===== config.mk =====
export PLATFORM = sky130hd
export DESIGN_NAME = sgwe_walk_store
export DESIGN_NICKNAME = d
export VERILOG_FILES = /design/src/rtl/core/sgwe_pkg.sv /design/src/rtl/core/sgwe_walk_store.sv
export SDC_FILE = /design/constraint.sdc
export NUM_CORES = 2
export LEC_CHECK = 0
export BUFFER_PORTS_ARGS = -buffer_cell sky130_fd_sc_hd__buf_2
export CORE_UTILIZATION = 29
export DETAILED_ROUTE_END_ITERATION = 10
export GPL_TIMING_DRIVEN = 0
export PLACE_DENSITY_LB_ADDON = 0.12
export SLEW_MARGIN = 20
export SYNTH_ARGS = -nofsm -noshare
export SYNTH_HDL_FRONTEND = slang
export SYNTH_SLANG_ARGS = --single-unit

===== constraint.sdc =====
create_clock -name aclk -period 4.1 [get_ports aclk]
set_input_delay 0.615 -clock aclk [delete_from_list [all_inputs] [get_ports aclk]]
set_output_delay 0.615 -clock aclk [all_outputs]
set_load 0.01 [all_outputs]

===== src/rtl/core/sgwe_pkg.sv =====
// Shared types and codes for the stack graph walk engine.
// Used by every module of the engine; depends on nothing else.
package sgwe_pkg;

    // Request operation codes.
    localparam logic [1:0] OP_LOAD    = 2'd0;
    localparam logic [1:0] OP_RESTART = 2'd1;
    localparam logic [1:0] OP_ADVANCE = 2'd2;

    // Result status codes.
    localparam logic [1:0] ST_OK       = 2'd0;
    localparam logic [1:0] ST_PAST_END = 2'd1;
    localparam logic [1:0] ST_REJECTED = 2'd2;

    typedef enum logic [1:0] {
        COLOR_WHITE = 2'd0,
        COLOR_GRAY  = 2'd1,
        COLOR_BLACK = 2'd2
    } color_t;

    typedef enum logic [3:0] {
        S_IDLE,
        S_LOAD_CHECK,
        S_RESTART,
        S_POP,
        S_COUNT,
        S_COLOR,
        S_CHECK,
        S_BLACK,
        S_TOP,
        S_RESPOND
    } seq_state_t;

    typedef struct packed {
        logic [1:0] operation;
        logic [7:0] edge_source;
        logic [7:0] edge_target;
    } sgwe_in_t;

    typedef struct packed {
        logic [7:0] current_vertex;
        logic       walk_done;
        logic [1:0] status;
    } sgwe_out_t;

    // Strobes toward the graph store.
    typedef struct packed {
        logic count_rd;
        logic count_wr;
        logic edge_rd;
        logic edge_wr;
    } graph_ctl_t;

    // Strobes toward the walk store.
    typedef struct packed {
        logic   color_rd;
        logic   color_wr;
        color_t color_val;
        logic   color_clear;
        logic   stack_rd;
        logic   stack_wr;
    } walk_ctl_t;

endpackage


===== src/rtl/core/sgwe_walk_store.sv =====
// Walk storage: vertex colors with per-vertex valid bits, and the walk stack.
// Depends on sgwe_pkg for the control struct and color type.
module sgwe_walk_store import sgwe_pkg::*; #(
    parameter int VN = 256,
    parameter int SD = 256
) (
    input  logic                  aclk,
    input  logic                  aresetn,
    input  walk_ctl_t             ctl,
    input  logic [$clog2(VN)-1:0] color_addr,
    output color_t                color_rdata,
    input  logic [$clog2(SD)-1:0] stack_addr,
    input  logic [7:0]            stack_wdata,
    output logic [7:0]            stack_rdata
);

    color_t        color_mem [VN];
    logic [VN-1:0] color_vld_reg;
    color_t        color_rdata_reg;
    logic [7:0]    stack_mem [SD];
    logic [7:0]    stack_rdata_reg;

    // Clearing the valid bits turns every vertex white.
    always_ff @(posedge aclk) begin
        if (!aresetn) begin
            color_vld_reg <= '0;
        end else if (ctl.color_clear) begin
            color_vld_reg <= '0;
        end else if (ctl.color_wr) begin
            color_vld_reg[color_addr] <= 1'b1;
        end
    end

    always_ff @(posedge aclk) begin
        if (ctl.color_wr) begin
            color_mem[color_addr] <= ctl.color_val;
        end
        if (ctl.color_rd) begin
            color_rdata_reg <= color_vld_reg[color_addr] ? color_mem[color_addr]
                                                         : COLOR_WHITE;
        end
    end

    always_ff @(posedge aclk) begin
        if (ctl.stack_wr) begin
            stack_mem[stack_addr] <= stack_wdata;
        end
        if (ctl.stack_rd) begin
            stack_rdata_reg <= stack_mem[stack_addr];
        end
    end

    assign color_rdata = color_rdata_reg;
    assign stack_rdata = stack_rdata_reg;

endmodule


* Word level (Yosys, flattened, before mapping) *
Memories as Yosys holds them, arrays and structs flattened. A register that Yosys moved wholly into a read port is not among the register bits.
Cells that the tools add are included.

word-level totals
  register bits after elaboration = 256
  memories kept = 2
  bits in writable memories = 2560
  output and inout port bits = 10
  word-level logic and storage cells = 18
  input bits = 33

cells by class
  $lt $le $gt $ge = 2
  reductions and logical operators = 3
  bitwise gates (word level) = 2
  muxes and demuxes = 8

memories
  memory     words  width  rd ports  clocked after memory_dff  write ports  RTL line               RTL
  stack_mem  256    8      1         1                         1            sgwe_walk_store.sv:20  logic [7:0] stack_mem [SD];
  color_mem  256    2      1         1                         1            sgwe_walk_store.sv:17  color_t color_mem [VN];

operators with widths
  kind                                                               count
  OR 256 bit                                                         1
  less-than comparator 8 x 9 -> 1 bit, second input constant         1
  binary-select mux 1 bit (select 8 bit)                             1
  demux 1 bit (select 8 bit)                                         1
  greater-or-equal comparator 8 x 1 -> 1 bit, second input constant  1
  2-to-1 mux 1 bit                                                   6
  OR reduction 2 bit                                                 1
  logical AND 1 bit                                                  1
  zero test 1 bit                                                    1
  NOT 1 bit                                                          1

* Depth between registers and ports, before layout *
  depth after elaboration = 5
  gate-level depth with buffers = 11

* Least setup slack after synthesis *
Ideal clock, no wire load.

  kind = input-to-reg
  start point = input port stack_addr[0]
  end point = memory stack_mem[69][0] (enable)
  stages on the path = 9
  buffers on the path = 6
  library setup time = 0.370 ns
  data arrival time = 2.755 ns
  path slack = 0.974 ns
  cells stage by stage = buf_4 > buf_4 > buf_4 > buf_2 > buf_2 > nor2b_1 > nand3_1 > clkbuf_1 > nor2_1

RTL lines
  what             RTL line               RTL
  start, declared  sgwe_walk_store.sv:12  input logic [$clog2(SD)-1:0] stack_addr,
  end, declared    sgwe_walk_store.sv:20

No word-level cell before the write port.

==> results.py <==
metrics = {
    "routing": {
        "wl_met3_um": 27900,
        "via_per_inst": 5.25,
        "met1_length_um": 175000,
        "routed_wl_um": 396000,
        "dr.pass1.iters": 7,
        "top_layer_used": "met5",
        "via_count": 57478,
        "drc": 0,
        "wl_met2_um": 183000,
        "ant_nets": 0,
        "wl_per_cell_um": 36.2,
        "drtIter0Drc": 6842,
    },
    "hold_path": {
        "holdPathStages": 1,
        "hold_path_end": "stack_mem[21][1]",
        "worst_hold_startpoint": "stack_wdata[1]",
        "hold_class": "in2reg",
    },
    "setup_path": {
        "end_kind": "flip-flop",
        "required_ps": 4590,
        "rrSetupSlack_ps": 990,
        "path_max_fanout": 10,
        "crit_chain": "buf_2 -> buf_2 -> clkbuf_2 -> buf_16 -> clkbuf_2 -> buf_16 -> mux4_2 -> mux2i_1 -> o22ai_1 -> o21ai_0 -> nand2_1 -> a31oi_1 -> nand4_1",
        "crit_family": "buffers and inverters",
        "crit_cells": 13,
        "timing.rr.end": "stack_rdata[4]",
        "r2r.worst_path.cells": 6,
        "worstReg2RegStart": "stack_mem[167][4]",
        "crit_buf_inv": 6,
        "slowest_stage": "buf_2",
        "cp_slowest_stage_delay_ps": 490,
        "critical_path_class": "in2reg",
        "cp_data_arrival_time_ps": 4760,
        "cp-start-kind": "primary input",
    },
    "layout": {
        "area_delta_synth_final_pct": 17.7,
        "drive_above_1_share_pct": 28.6,
        "fin_nets": 5732,
        "final_common_cell": "edfxtp_1",
        "final_cell_mix": "edfxtp_1 (2570), mux4_2 (807), nor2_1 (410)",
        "largest_reg_flops": 2048,
        "fin_util_pct": 34.4,
    },
    "timing": {
        "grt_setup_unrepaired": "no",
        "timing.final.ws_setup_ps": -166,
        "tns_ps": -8530,
        "clock_skew_ps": 79.5,
        "hold_viol_final": 0,
        "slew_viol_final": 0,
        "min_period_ps": 4270,
        "setup_viol": 148,
        "tightest_slew_ps": 1210,
        "fmax_mhz": 234,
        "maxSlewHeadroom_pct": 19.4,
        "finalCritPeriodShare_pct": 104,
    },
    "synthesis": {
        "synth-compound-area-share_pct": 3.48,
        "yosysSeqAreaShare_pct": 75.5,
        "synthAdderAreaFrac_pct": 0,
        "ys_seq_elements": 2826,
        "synth_mux_area_share_pct": 16.9,
        "synthTopCellsByArea": "edfxtp_1 (71%), mux4_2 (17%), dfxtp_1 (4.7%)",
        "synth_cells": 5253,
        "synth_top_family_by_area": "multiplexers",
        "synth-xor-area-share_pct": 0,
        "synth_top_area_share_pct": 70.8,
        "syn-num-nets": 5286,
        "synth_simple_gate_area_share_pct": 2.77,
        "avgSynthCellArea_um2": 20.7,
        "synth_top_area_cell": "edfxtp_1",
        "ys_types": 42,
        "syn_area_um2": 109000,
        "yosys_warnings": 0,
    },
    "clocking": {
        "clk_path_buf_depth": 4,
        "path_clk_slew_ps": 60,
        "clock-sinks": 2826,
        "clock_latency_ps": 950,
        "cts_buffers": 327,
        "htree_levels": 5,
        "cts-root-buf": "clkbuf_16",
        "cts_tree": "yes",
    },
    "power_and_ir_drop": {
        "leakagePower_nw": 39.3,
        "peakVddDrop_uv": 300,
        "fin_total_pwr_w": 0.0640,
        "power.density_nw_per_um2": 499,
    },
    "global_route": {
        "grt_pass1_wl_um": 530000,
        "grt.total_usage_pct": 20.6,
        "grt_max_degree": 132,
        "grt_pass1_vias": 58017,
        "grt.overflow.total": 0,
        "antenna_found_initial": 31,
    },
    "place": {
        "place_congestion": 0.933,
        "io_buffers": 35,
        "place_hpwl_um": 272000,
    },
    "floorplan": {
        "start_util_pct": 29.2,
        "ios": 43,
        "core_area_um2": 373000,
        "die_area_um2": 378000,
        "die_h_um": 615,
        "die_w_um": 615,
        "row_count": 224,
    },
    "run": {
        "drv_cap": 0,
    },
    "run_status": {
        "status": "finished, violations left",
        "failed_checks": "negative setup slack",
    },
}
==> worst max-delay path by stage <==
stage	start	to	slack, ps
floorplan	stack_addr[0]	stack_mem[69][0]	970
global placement	stack_addr[3]	stack_mem[51][6]	-3060
detailed placement	stack_addr[1]	stack_mem[178][7]	-2130
CTS	stack_addr[1]	stack_rdata[4]	5
global route	stack_addr[0]	stack_mem[189][0]	4
finish	stack_addr[1]	stack_rdata[4]	-170
==> power by group <==
group	switching [W]	internal (W)	total, W	leakage, nW
Combinational	0.00260	0.00112	0.00372	9.04
Sequential	0.0000152	0.0315	0.0315	25.2
Clock	0.0120	0.0168	0.0288	5.06
Total	0.0146	0.0494	0.0640	39.3
==> stage by stage <==
stage,worst slack [ps],cell area [um^2],cells,hold WS [ps]
after detailed placement,-2130,118000,10338,448
after global routing,3.67,128000,10932,68.8
final,-166,128000,10941,108
after CTS,5.49,128000,10931,20.2
after global placement,-3060,115000,10260,441
after floorplan,974,109000,5253,435
==> timing repair <==
item / CTS / global route
gates cloned: 0 / 0
endpoints found under the setup margin: 1620 / 100
pin swaps: 2 / 0
resized for setup: 70 / 14
buffers inserted: 4 / 0
endpoints found under the hold margin: 21 / 0
hold buffers: 3 / 0
==> cell usage after synthesis <==
library cell,number
o311ai_1,1
a21o_1,1
edfxtp_1,2570
a21oi_1,57
nor4_1,15
o22a_1,1
mux2_2,1
o221ai_1,1
nor2b_1,26
a41oi_1,1
buf_2,71
inv_1,2
o22ai_1,8
nand3_1,44
nor2_1,519
nand2_1,80
dfxtp_1,256
mux2i_1,19
o21ba_2,2
buf_6,8
a22oi_1,145
buf_1,31
o211ai_1,1
nor3_1,15
nand4_1,10
and2_1,9
o21ai_0,14
mux4_2,807
a211o_1,1
a221oi_2,1
a211oi_1,3
clkbuf_1,208
nand2b_1,9
a22o_1,24
and3_1,4
nor4b_1,1
a31oi_1,6
o21a_1,256
a221oi_1,1
or2_2,2
o21ai_1,1
buf_4,21
==> final cells by class <==
type	count	area, um^2
Clock inverter	143	1340
Tap cell	4972	6220
Multi-Input combinational cell	2086	25600
Sequential cell	2826	82300
Inverter	2	7.51
Buffer	335	1640
Fill cell	35016	245000
Timing Repair Buffer	121	2070
Clock buffer	446	9070
Antenna cell	10	25.0
==> layer usage <==
layer | vias up | GRT usage, %
met4 | 4 | 5.05
met5 | - | 0
met3 | 526 | 3.92
li1 | 22719 | -
met1 | 31979 | 29.3
met2 | 2250 | 32.5
==> logic make-up after synthesis <==
family                 after synthesis
flip-flops                        2826
multiplexers                       827
AO/OA/AOI/OAI                      525
buffers and inverters              341
AND/OR/NAND/NOR                    734
==> worst reg2reg max path: cells and delay by family, from the launching register on <==
family             cells  cell delay, ps
muxes                  2            1100
and+or+nand+nor        2             660
AOI/OAI and AO/OA      2             560
DFF                    1             360
No activity file was read; power rests on OpenSTA's default activity.
