<file path="config.mk">
export PLATFORM = sky130hd
export DESIGN_NAME = sgwe_seq
export DESIGN_NICKNAME = d
export VERILOG_FILES = /design/src/rtl/core/sgwe_pkg.sv /design/src/rtl/core/sgwe_seq.sv
export SDC_FILE = /design/constraint.sdc
export NUM_CORES = 1
export LEC_CHECK = 0
export BUFFER_PORTS_ARGS = -buffer_cell sky130_fd_sc_hd__buf_2
export CAP_MARGIN = 20
export CORE_ASPECT_RATIO = 1.4
export CORE_MARGIN = 10
export CORE_UTILIZATION = 48
export DETAILED_ROUTE_END_ITERATION = 10
export GPL_TIMING_DRIVEN = 0
export HOLD_SLACK_MARGIN = 0.05
export PLACE_DENSITY = 0.83
export REMOVE_ABC_BUFFERS = 1
export SLEW_MARGIN = 20
export SYNTH_ARGS = -nofsm -noshare
export SYNTH_HDL_FRONTEND = slang
export SYNTH_SLANG_ARGS = --single-unit
</file>
<file path="constraint.sdc">
create_clock -name aclk -period 2.36 [get_ports aclk]
set_clock_uncertainty 0.05 [all_clocks]
set_input_delay 0.354 -clock aclk [delete_from_list [all_inputs] [get_ports aclk]]
set_output_delay 0.354 -clock aclk [all_outputs]
set_load 0.01 [all_outputs]
</file>
<file path="src/rtl/core/sgwe_pkg.sv">
// Shared types and codes for the stack graph walk engine.
// Used by every module of the engine; depends on nothing else.
package sgwe_pkg;

    // Request operation codes.
    localparam logic [1:0] OP_LOAD    = 2'd0;
    localparam logic [1:0] OP_RESTART = 2'd1;
    localparam logic [1:0] OP_ADVANCE = 2'd2;

    // Result status codes.
    localparam logic [1:0] ST_OK       = 2'd0;
    localparam logic [1:0] ST_PAST_END = 2'd1;
    localparam logic [1:0] ST_REJECTED = 2'd2;

    typedef enum logic [1:0] {
        COLOR_WHITE = 2'd0,
        COLOR_GRAY  = 2'd1,
        COLOR_BLACK = 2'd2
    } color_t;

    typedef enum logic [3:0] {
        S_IDLE,
        S_LOAD_CHECK,
        S_RESTART,
        S_POP,
        S_COUNT,
        S_COLOR,
        S_CHECK,
        S_BLACK,
        S_TOP,
        S_RESPOND
    } seq_state_t;

    typedef struct packed {
        logic [1:0] operation;
        logic [7:0] edge_source;
        logic [7:0] edge_target;
    } sgwe_in_t;

    typedef struct packed {
        logic [7:0] current_vertex;
        logic       walk_done;
        logic [1:0] status;
    } sgwe_out_t;

    // Strobes toward the graph store.
    typedef struct packed {
        logic count_rd;
        logic count_wr;
        logic edge_rd;
        logic edge_wr;
    } graph_ctl_t;

    // Strobes toward the walk store.
    typedef struct packed {
        logic   color_rd;
        logic   color_wr;
        color_t color_val;
        logic   color_clear;
        logic   stack_rd;
        logic   stack_wr;
    } walk_ctl_t;

endpackage

</file>
<file path="src/rtl/core/sgwe_seq.sv">
// Sequencer of the walk engine: request decode, edge scan loop, stack pointer.
// Depends on sgwe_pkg; drives sgwe_graph_store and sgwe_walk_store.
module sgwe_seq import sgwe_pkg::*; #(
    parameter int VN = 256,
    parameter int MD = 8,
    parameter int SD = 256
) (
    input  logic                          aclk,
    input  logic                          aresetn,
    input  logic                          cfg_wr_en,
    input  logic [8:0]                    cfg_wr_data,
    input  logic                          req_valid,
    output logic                          req_ready,
    input  sgwe_in_t                      req,
    output logic                          res_valid,
    input  logic                          res_free,
    output sgwe_out_t                     res,
    output graph_ctl_t                    gctl,
    output logic [$clog2(VN)-1:0]         count_addr,
    output logic [$clog2(MD+1)-1:0]       count_wdata,
    input  logic [$clog2(MD+1)-1:0]       count_rdata,
    output logic [$clog2(VN*MD)-1:0]      edge_addr,
    output logic [7:0]                    edge_wdata,
    input  logic [7:0]                    edge_rdata,
    output walk_ctl_t                     wctl,
    output logic [$clog2(VN)-1:0]         color_addr,
    input  color_t                        color_rdata,
    output logic [$clog2(SD)-1:0]         stack_addr,
    output logic [7:0]                    stack_wdata,
    input  logic [7:0]                    stack_rdata
);

    localparam int VAW = $clog2(VN);
    localparam int CW  = $clog2(MD + 1);
    localparam int EAW = $clog2(VN * MD);
    localparam int SAW = $clog2(SD);
    localparam int DW  = $clog2(SD + 1);
    localparam logic [8:0]    VN_LIM = 9'(VN);
    localparam logic [CW-1:0] MD_LIM = CW'(MD);
    localparam logic [DW-1:0] SD_LIM = DW'(SD);

    seq_state_t    state_reg, state_next;
    logic [8:0]    vcount_reg;
    logic [7:0]    src_reg, src_next;
    logic [7:0]    dst_reg, dst_next;
    logic [DW-1:0] depth_reg, depth_next;
    logic [7:0]    top_reg, top_next;
    logic [VAW-1:0] cur_reg, cur_next;
    logic [VAW-1:0] nb_reg, nb_next;
    logic [CW-1:0] slot_reg, slot_next;
    logic [CW-1:0] n_reg, n_next;
    logic [1:0]    status_reg, status_next;

    logic          load_ok;
    logic [CW-1:0] slot_inc;
    logic [DW-1:0] depth_dec;
    logic [EAW-1:0] cur_base;

    assign load_ok = ({1'b0, src_reg} < vcount_reg) && ({1'b0, dst_reg} < vcount_reg) &&
                     ({1'b0, src_reg} < VN_LIM) && ({1'b0, dst_reg} < VN_LIM) &&
                     (count_rdata < MD_LIM);
    assign slot_inc  = slot_reg + 1'b1;
    assign depth_dec = depth_reg - 1'b1;
    assign cur_base  = EAW'(cur_reg) * EAW'(MD);

    always_ff @(posedge aclk) begin
        if (!aresetn) begin
            state_reg  <= S_IDLE;
            vcount_reg <= '0;
            depth_reg  <= '0;
        end else begin
            state_reg <= state_next;
            depth_reg <= depth_next;
            if (cfg_wr_en) begin
                vcount_reg <= cfg_wr_data;
            end
        end
    end

    always_ff @(posedge aclk) begin
        src_reg    <= src_next;
        dst_reg    <= dst_next;
        top_reg    <= top_next;
        cur_reg    <= cur_next;
        nb_reg     <= nb_next;
        slot_reg   <= slot_next;
        n_reg      <= n_next;
        status_reg <= status_next;
    end

    always_comb begin
        state_next  = state_reg;
        src_next    = src_reg;
        dst_next    = dst_reg;
        depth_next  = depth_reg;
        top_next    = top_reg;
        cur_next    = cur_reg;
        nb_next     = nb_reg;
        slot_next   = slot_reg;
        n_next      = n_reg;
        status_next = status_reg;
        req_ready   = 1'b0;
        res_valid   = 1'b0;
        gctl        = '0;
        wctl        = '0;
        wctl.color_val = COLOR_WHITE;
        count_addr  = src_reg[VAW-1:0];
        count_wdata = count_rdata + 1'b1;
        edge_addr   = cur_base + EAW'(slot_reg);
        edge_wdata  = dst_reg;
        color_addr  = nb_reg;
        stack_addr  = depth_reg[SAW-1:0];
        stack_wdata = 8'(nb_reg);

        case (state_reg)
            S_IDLE: begin
                req_ready = 1'b1;
                if (req_valid) begin
                    src_next    = req.edge_source;
                    dst_next    = req.edge_target;
                    status_next = ST_OK;
                    case (req.operation)
                        OP_LOAD: begin
                            gctl.count_rd = 1'b1;
                            count_addr    = req.edge_source[VAW-1:0];
                            state_next    = S_LOAD_CHECK;
                        end
                        OP_RESTART: begin
                            state_next = S_RESTART;
                        end
                        OP_ADVANCE: begin
                            if (depth_reg == '0) begin
                                status_next = ST_PAST_END;
                                state_next  = S_RESPOND;
                            end else begin
                                state_next = S_POP;
                            end
                        end
                        default: begin
                            state_next = S_RESPOND;
                        end
                    endcase
                end
            end
            S_LOAD_CHECK: begin
                if (load_ok) begin
                    gctl.count_wr = 1'b1;
                    gctl.edge_wr  = 1'b1;
                    edge_addr     = EAW'(src_reg[VAW-1:0]) * EAW'(MD) + EAW'(count_rdata);
                end else begin
                    status_next = ST_REJECTED;
                end
                state_next = S_RESPOND;
            end
            S_RESTART: begin
                wctl.color_clear = 1'b1;
                if (vcount_reg != '0) begin
                    wctl.stack_wr = 1'b1;
                    stack_addr    = '0;
                    stack_wdata   = '0;
                    depth_next    = DW'(1);
                    top_next      = '0;
                end else begin
                    depth_next = '0;
                end
                state_next = S_RESPOND;
            end
            S_POP: begin
                cur_next      = top_reg[VAW-1:0];
                depth_next    = depth_dec;
                gctl.count_rd = 1'b1;
                count_addr    = top_reg[VAW-1:0];
                state_next    = S_COUNT;
            end
            S_COUNT: begin
                n_next    = count_rdata;
                slot_next = '0;
                if (count_rdata == '0) begin
                    state_next = S_BLACK;
                end else begin
                    gctl.edge_rd = 1'b1;
                    edge_addr    = cur_base;
                    state_next   = S_COLOR;
                end
            end
            S_COLOR: begin
                nb_next       = edge_rdata[VAW-1:0];
                wctl.color_rd = 1'b1;
                color_addr    = edge_rdata[VAW-1:0];
                state_next    = S_CHECK;
            end
            S_CHECK: begin
                // A white neighbor turns gray even when the stack has no room.
                if (color_rdata == COLOR_WHITE) begin
                    wctl.color_wr  = 1'b1;
                    wctl.color_val = COLOR_GRAY;
                    if (depth_reg < SD_LIM) begin
                        wctl.stack_wr = 1'b1;
                        depth_next    = depth_reg + 1'b1;
                        top_next      = 8'(nb_reg);
                    end
                end
                slot_next = slot_inc;
                if (slot_inc == n_reg) begin
                    state_next = S_BLACK;
                end else begin
                    gctl.edge_rd = 1'b1;
                    edge_addr    = cur_base + EAW'(slot_inc);
                    state_next   = S_COLOR;
                end
            end
            S_BLACK: begin
                wctl.color_wr  = 1'b1;
                wctl.color_val = COLOR_BLACK;
                color_addr     = cur_reg;
                if (depth_reg != '0) begin
                    wctl.stack_rd = 1'b1;
                    stack_addr    = depth_dec[SAW-1:0];
                    state_next    = S_TOP;
                end else begin
                    state_next = S_RESPOND;
                end
            end
            S_TOP: begin
                top_next   = stack_rdata;
                state_next = S_RESPOND;
            end
            S_RESPOND: begin
                res_valid = 1'b1;
                if (res_free) begin
                    state_next = S_IDLE;
                end
            end
            default: begin
                state_next = S_IDLE;
            end
        endcase
    end

    assign res.current_vertex = (depth_reg == '0) ? 8'd0 : top_reg;
    assign res.walk_done      = (depth_reg == '0);
    assign res.status         = status_reg;

endmodule

</file>
### Yosys cells after proc, flatten, opt, wreduce, memory -nomap -nowiden

Cells that the tools add are included.
W data, S select, Z words.

* flip-flop bits (word level): 72
* output and inout bits: 79

* $add $sub $neg: 7
* order comparisons: 4
* equality and inequality tests: 18
* mux-type cells: 56
* reduce and logical (&&, ||, !) cells: 19

Operators by type and width (number)
* $mux W8: 10
* $pmux W8 S2: 3
* $add A11 B4 Y11: 3
* $mux W11: 3
* $pmux W11 S3: 1
* $pmux W4 S8: 1
* $pmux W9 S3: 1
* $pmux W8 S3: 1
* $mux W1: 19
* $lt A8 B9 Y1: 2
* $mux W9: 2
* $reduce_bool A9 Y1: 2
* $eq A4 B3 Y1 const B: 4
* $mux W4: 3
* $ne A2 B2 Y1 const B: 6
* $pmux W4 S3: 1
* $add A9 B1 Y9 const B: 1
* $logic_not A9 Y1: 1
* $lt A9 B9 Y1 const B: 1
* $sub A9 B1 Y9 const B: 1
* $add A4 B1 Y4 const B: 2
* $eq A4 B2 Y1 const B: 2
* $eq A4 B4 Y1 const B: 2
* $logic_not A4 Y1: 2
* other kinds (19): 30

### Logic depth before layout (Yosys ltp)

Gate-level depths: netlist (run 1).

* depth after elaboration: 5
* depth in mapped cells: 9
* gate-level depth less buffers: 9

### Worst setup path after synthesis (run 1)

OpenSTA, ideal clock, no wires.

* path type: register -> output
* start: register dst_reg[7], in the netlist edge_wdata[7]
* end: output port edge_addr[9]
* data arrival time: 2019 ps
* path slack: -63 ps
* stages on the path, launching flop included: 9
* buffers on the path: 0
* cell sequence: edfxtp_1 ha_1 nand3_1 nor3_1 a211oi_1 nand4_1 clkinv_1 a221oi_1 o21ai_0

* longest elaborated chain between the ends: 5

Ends and longest elaborated chain
* start, declared: line sgwe_seq.sv:45 `logic [7:0] dst_reg, dst_next;`
* start signal, assigned: line sgwe_seq.sv:82 `dst_reg <= dst_next;`
* $lt A8 B9 Y1: line sgwe_seq.sv:59 `assign load_ok = ({1'b0, src_reg} < vcount_reg) && ({1'b0, dst_reg} < vcount_reg) &&`
* $logic_and A1 B1 Y1: line sgwe_seq.sv:59
* $logic_and A1 B1 Y1: line sgwe_seq.sv:60 `({1'b0, src_reg} < VN_LIM) && ({1'b0, dst_reg} < VN_LIM) &&`
* $mux W11: line sgwe_seq.sv:146 `if (load_ok) begin`
* $pmux W11 S3: line sgwe_seq.sv:115 `case (state_reg)`
* end, declared: line sgwe_seq.sv:22 `output logic [$clog2(VN*MD)-1:0] edge_addr,`

Every way passes these cells.

### Worst setup path in the final report (run 1)

* start: register slot_reg[0]
* end: output port edge_addr[5]

* longest elaborated chain between the ends: 4
* elaborated cells between the ends (all ways): 8
* those cells by class: add/sub (3); eq/ne (1); mux (4)

Ends and longest elaborated chain
* start, declared: line sgwe_seq.sv:50 `logic [CW-1:0] slot_reg, slot_next;`
* start signal, assigned: line sgwe_seq.sv:86 `slot_reg <= slot_next;`
* $add A4 B1 Y4 *: line sgwe_seq.sv:62 `assign slot_inc = slot_reg + 1'b1;`
* via slot_inc[1]: line sgwe_seq.sv:55 `logic [CW-1:0] slot_inc;`
* $add A11 B4 Y11 or $eq A4 B4 Y1 (tied branches): line sgwe_seq.sv:208, sgwe_seq.sv:204
* $mux W11 *: line sgwe_seq.sv:204 `if (slot_inc == n_reg) begin`
* $pmux W11 S3 *: line sgwe_seq.sv:115

The timed path passes the listed nets; every way through them passes the cells marked *.

==> impl_metrics.toml, run 1 <==
[outcome]
status = "complete, but fails checks"
violations = "setup timing"

[synth]
synth_ff_type = "edfxtp_1"
synth_commonest_cells = "nand2_1 (59), edfxtp_1 (50), nor2_1 (42), o21ai_0 (37), inv_1 (28)"
synth_area_mm2 = 0.00485
synth-seq-area-share_pct = 40.1
ys_types = 70
postSynthCellCount = 525
synthTopCellsByArea = "edfxtp_1 (31%), dfxtp_1 (9.1%), ha_1 (6.7%)"
synth.most_common_cell = "nand2_1"
syn_area_per_cell_um2 = 9.24
async_flop_share_pct = 0
synth_area_leader_cell = "edfxtp_1"
synth-edff-count = 50
yosys_warnings = 0
synth_top_area_share_pct = 31.0
ys_ff_latch = 72

[worst_hold_path]
hold-path-endpoint = "edge_wdata[6]$_DFFE_PP_"
hold_path.class = "primary input to flop"
worstHoldStart = "req[6]"
whs_path_depth = 1

[setup_path]
rr_worst_depth = 5
startpoint = "slot_reg[0]$_SDFFCE_PN0P_"
critPathBufInv = 1
cp.depth = 8
rrSetupSlack_ns = 0.18
reg2reg_from = "vcount_reg[8]$_SDFFE_PN0P_"
path_class = "flop to output port"
cp_max_fo = 5
slowest_delay_ns = 0.50
crit_chain = "ha_4 -> xnor2_4 -> nand3_2 -> o21ai_4 -> o221ai_2 -> mux2_4 -> a221o_1 -> buf_2"
required_ns = 1.96
path_delay_family = "compound AO/OA/AOI/OAI gates"
worstReg2RegEnd = "top_reg[3]$_DFFE_PP_"
start_kind = "flop"
worstPathArrival_ns = 2.60
end_kind = "output port"
critPathSlowestCell = "edfxtp_1"

[clocking]
clkSinkCount = 72
cts_buffers = 9
cts_tree = "done"
clock_latency_ns = 0.34
cts_buffer_depth = 2
hold_buffers = 0
h-tree-depth = 3
cts_root_buffer = "clkbuf_16"
cts.clk_slew.worst_paths_ns = 0.05

[sta]
rsz0062_at_grt = "yes"
worst_slack_ns = -0.648
slew_headroom_pct = 45.7
period_minus_slack_ns = 3.01
timing.fmax_mhz = 332
hold_viol = 0
final-setup-viol-count = 17
tightest_slew_ns = 0.811
finalCritPeriodShare_pct = 127
slew_viol_final = 0

[detailed_routing]
drt_iter0_drc = 655
vias_per_cell = 6.29
via_count = 5371
totalWireLength_um = 19900
post_drt_wl_per_cell_um = 23.3
ant_nets = 0
drc = 0
drt_first_pass_iters = 7

[placement]
portBuffers = 132
post_dp_cell_area_mm2 = 0.00558
hpwl_um = 12100
gp_congestion = 0.966
pre_cts_slack_ns = -0.901

[floorplanning]
core-area_mm2 = 0.00990
boundaryPins = 133
die_area_mm2 = 0.0146
die_y_um = 139
rows = 43
initial_core_util_pct = 49.0
die_width_um = 105

[global_routing]
grt_use_total_pct = 23.4
grt_start_max_net_pins = 18
grt_pass1_vias = 5284
antenna_found_initial = 2
grt_overflow = 0
grt_pass1_wl_um = 27600

[finish]
area_growth_pct = 44.1
final_cell_area_mm2 = 0.00698
nets = 792
drive_above_1_share_pct = 43.7

[power_and_ir_drop]
ir_drop_uv = 474
leakagePower_uw = 0.00300
p_total_uw = 4620
power.density_mw_per_mm2 = 662

[flow_run]
drv_cap = 0
-- routing by layer --
layer	global-route usage, %	share of wire [%]	wire, um
met5	0	0	0
met4	14.2	6.9	1380
met3	5.72	9.7	1930
met2	40.8	50	9910
met1	24.8	34	6710
-- layout make-up --
| class | count | area (um2) |
|---|---|---|
| Tap cell | 135 | 169 |
| Timing Repair inverter | 2 | 16.3 |
| Sequential cell | 72 | 1980 |
| Inverter | 30 | 134 |
| Clock buffer | 14 | 285 |
| Antenna cell | 2 | 5.00 |
| Fill cell | 702 | 2920 |
| Clock inverter | 2 | 35.0 |
| Multi-Input combinational cell | 398 | 3100 |
| Timing Repair Buffer | 199 | 1260 |
-- cells by family (layout without fill, tap and decap cells) --
logic type | Yosys count | after routing | synth area share [%]
compound gates | 129 | 129 | 18.3
mux | 20 | 20 | 4.18
buf+inv | 56 | 247 | 4.80
simple gates | 199 | 200 | 21.2
other cells | 0 | 2 | 0
xor+xnor | 23 | 23 | 4.72
fa+ha+maj | 26 | 26 | 6.71
flops | 72 | 72 | 40.1
-- worst max-delay path by stage --
stage	end
floorplan	edge_addr[5]
global placement	edge_addr[5]
detailed placement	stack_addr[6]
CTS	edge_addr[5]
global route	edge_addr[3]
finish	edge_addr[5]
-- cell usage in the layout, fill, tap and decap left out, types with 17 or more instances in the layout --
cell type,Yosys,layout
a21oi_1,24,20
buf_2,8,126
buf_4,1,53
buf_6,1,17
edfxtp_1,50,50
inv_1,28,23
mux2i_1,18,18
nand2_1,59,50
nor2_1,42,35
o21ai_0,37,21
-- through the flow --
step                std cells  utilization, %  setup TNS (ns)  hold WS (ns)
floorplan                 499               -          -27.24         0.392
global placement          766            56.1          -77.64         0.430
detailed placement        767            56.4          -31.14         0.433
CTS                       817            65.7           -5.67         0.139
global route              854            70.6          -10.08         0.136
finish                    854            70.6           -7.73         0.144
-- worst reg2reg max path, stage by stage, from the launching register on --
cell     delay (ns)
dfxtp_1        0.45
nor3_1         0.09
and4_2         0.29
o21ai_0        0.19
a22oi_1        0.10
nor2_1         0.64
-- repair_timing --
action | in CTS | in global routing
pin swaps | 24 | 37
endpoints found under the hold margin | 0 | 0
cloned | 1 | 2
endpoints found under the setup margin | 77 | 35
setup buffers | 33 | 34
gates resized for setup | 82 | 63
-- where the power goes --
group	internal [uW]	leakage (uW)	switching [uW]
clock	940	0.000158	528
combinational	606	0.00219	804
sequential	1530	0.000652	212
(Power assumes the default switching activity.)
==> run 2, diff against run 1 <==
--- a/config.mk
+++ b/config.mk
@@ -7,13 +7,15 @@
 export LEC_CHECK = 0
 export BUFFER_PORTS_ARGS = -buffer_cell sky130_fd_sc_hd__buf_2
 export CAP_MARGIN = 20
+export CELL_PAD_IN_SITES_DETAIL_PLACEMENT = 0
+export CELL_PAD_IN_SITES_GLOBAL_PLACEMENT = 2
 export CORE_ASPECT_RATIO = 1.4
 export CORE_MARGIN = 10
-export CORE_UTILIZATION = 48
+export CORE_UTILIZATION = 29
 export DETAILED_ROUTE_END_ITERATION = 10
 export GPL_TIMING_DRIVEN = 0
 export HOLD_SLACK_MARGIN = 0.05
-export PLACE_DENSITY = 0.83
+export PLACE_DENSITY = 0.84
 export REMOVE_ABC_BUFFERS = 1
 export SLEW_MARGIN = 20
 export SYNTH_ARGS = -nofsm -noshare
==> run 2 against run 1 <==
Compared with the run above: the run still ends with setup timing left; final cell count is 7.1% higher; register-to-register slack better by 0.05 ns; sequential share of layout area is 1.2 points lower; first-iteration DRC count is 58% lower; setup slack better by 0.066 ns; power is 5.3% higher; largest power group unchanged.
==> impl_metrics.toml, run 2 (synthesis results as in run 1) <==
[setup_path]
reg2reg_from = "state_reg[3]$_SDFFE_PN0P_"
critPathBufInv = 1
cp_max_fo = 4
end_kind = "output port"
path_delay_family = "compound AO/OA/AOI/OAI gates"
crit_chain = "ha_4 -> xnor2_2 -> nand3_2 -> o21ai_4 -> o221ai_2 -> mux2_4 -> a221o_1 -> buf_2"
path_class = "flop to output port"
rr_worst_depth = 10
slowest_delay_ns = 0.49
worstPathArrival_ns = 2.54
rrSetupSlack_ns = 0.23
critPathSlowestCell = "edfxtp_1"
required_ns = 1.96
worstReg2RegEnd = "depth_reg[3]$_SDFFE_PN0P_"
start_kind = "flop"

[sta]
slew_headroom_pct = 48.3
finalCritPeriodShare_pct = 125
worst_slack_ns = -0.582
slew_viol_final = 0
period_minus_slack_ns = 2.94
final-setup-viol-count = 28
hold_viol = 0
timing.fmax_mhz = 340
tightest_slew_ns = 0.771
rsz0062_at_grt = "yes"
fin_setup_tns_ns = -6.86

[worst_hold_path]
hold-path-endpoint = "edge_wdata[0]$_DFFE_PP_"
whs_path_depth = 1
hold_path.class = "primary input to flop"
worstHoldStart = "req[0]"

[detailed_routing]
via_count = 4751
drt_first_pass_iters = 5
dr_wl_met3_um = 969
wl_met2_um = 10000
post_drt_wl_per_cell_um = 20.6
drt_iter0_drc = 272
drt-met1-wl_um = 7470
vias_per_cell = 5.19
totalWireLength_um = 18900
ant_nets = 0
drc = 0
top_layer = "met4"

[clocking]
cts_buffers = 9
clkSinkCount = 72
cts_buffer_depth = 2
h-tree-depth = 3
hold_buffers = 0
cts.clk_slew.worst_paths_ns = 0.06
cts_root_buffer = "clkbuf_16"
clock_latency_ns = 0.34
cts_tree = "done"

[placement]
gp_congestion = 0.840
post_dp_cell_area_mm2 = 0.00566
hpwl_um = 13500
portBuffers = 132

[finish]
nets = 790
drive_above_1_share_pct = 45.7
area_growth_pct = 50.1
fill_cells = 1550
final_common_cell = "buf_2"
final_util_pct = 44.6
final_cell_area_mm2 = 0.00728
final_cell_mix = "buf_2 (119), edfxtp_1 (50), buf_4 (47)"

[floorplanning]
rows = 55
initial_core_util_pct = 29.7
core-area_mm2 = 0.0163
die_width_um = 129
die_area_mm2 = 0.0224
die_y_um = 173
boundaryPins = 133

[global_routing]
grt_pass1_vias = 5044
grt_start_max_net_pins = 18
grt_pass1_wl_um = 28400
antenna_found_initial = 1
grt_use_total_pct = 16.4
grt_overflow = 0

[power_and_ir_drop]
ir_drop_uv = 453
leakagePower_uw = 0.00308
power.density_mw_per_mm2 = 669

[outcome]
violations = "setup timing"
status = "complete, but fails checks"

[flow_run]
drv_cap = 0
run 2: worst max path at each step:
stage / startpoint / endpoint / slack (ns) / cells past startpoint
after global placement: state_reg[1]$_SDFFE_PN0P_ / edge_addr[5] / -3.15 / 6
after global routing: slot_reg[0]$_SDFFCE_PN0P_ / edge_addr[8] / -0.65 / 10
final: slot_reg[0]$_SDFFCE_PN0P_ / edge_addr[5] / -0.58 / 8
after CTS: edge_wdata[2]$_DFFE_PP_ / edge_addr[4] / -0.58 / 8
after floorplan: state_reg[1]$_SDFFE_PN0P_ / edge_addr[5] / -1.38 / 5
after detailed placement: state_reg[1]$_SDFFE_PN0P_ / count_addr[2] / -1.07 / 6
run 2: metrics by stage:
stage / power, uW / setup WS, ns / instances / hold slack, ns
after global placement: 2740 / -3.15 / 830 / 0.432
after CTS: 4770 / -0.583 / 901 / 0.132
after detailed placement: 2760 / -1.07 / 831 / 0.450
after global routing: 5070 / -0.651 / 915 / 0.129
after floorplan: 2270 / -1.38 / 499 / 0.392
final: 4870 / -0.582 / 915 / 0.137
run 2: repair_timing:
| action | in CTS | in global routing |
|---|---|---|
| pin swaps | 42 | 37 |
| buffers inserted | 50 | 15 |
| gates cloned | 4 | 0 |
| endpoints found under the hold margin | 0 | 0 |
| endpoints found under the setup margin | 87 | 44 |
| resized for setup | 116 | 62 |
run 2: where the power goes:
| group | leakage, uW | total (uW) | switching (uW) | internal (uW) |
|---|---|---|---|---|
| clock | 0.000170 | 1690 | 552 | 1140 |
| sequential | 0.000652 | 1710 | 174 | 1530 |
| combinational | 0.00226 | 1470 | 805 | 668 |
run 2: cell type report:
type                            instances  area [um2]  share of cell area (%)
Sequential cell                        72        1980                    27.2
Tap cell                              199         249                    3.42
Clock inverter                          6         131                    1.80
Antenna cell                            1        2.50                  0.0344
Timing Repair Buffer                  198        1350                    18.6
Inverter                               30         134                    1.84
Clock buffer                           10         229                    3.15
Multi-Input combinational cell        398        3200                    43.9
Timing Repair inverter                  1        7.51                   0.103
run 2: per-layer routing:
metal  track usage [%]  vias to the layer above
li1                  -                     2291
met5                 0                        -
met2              29.6                      138
met4              5.51                        0
met3              3.31                       28
met1              18.4                     2294
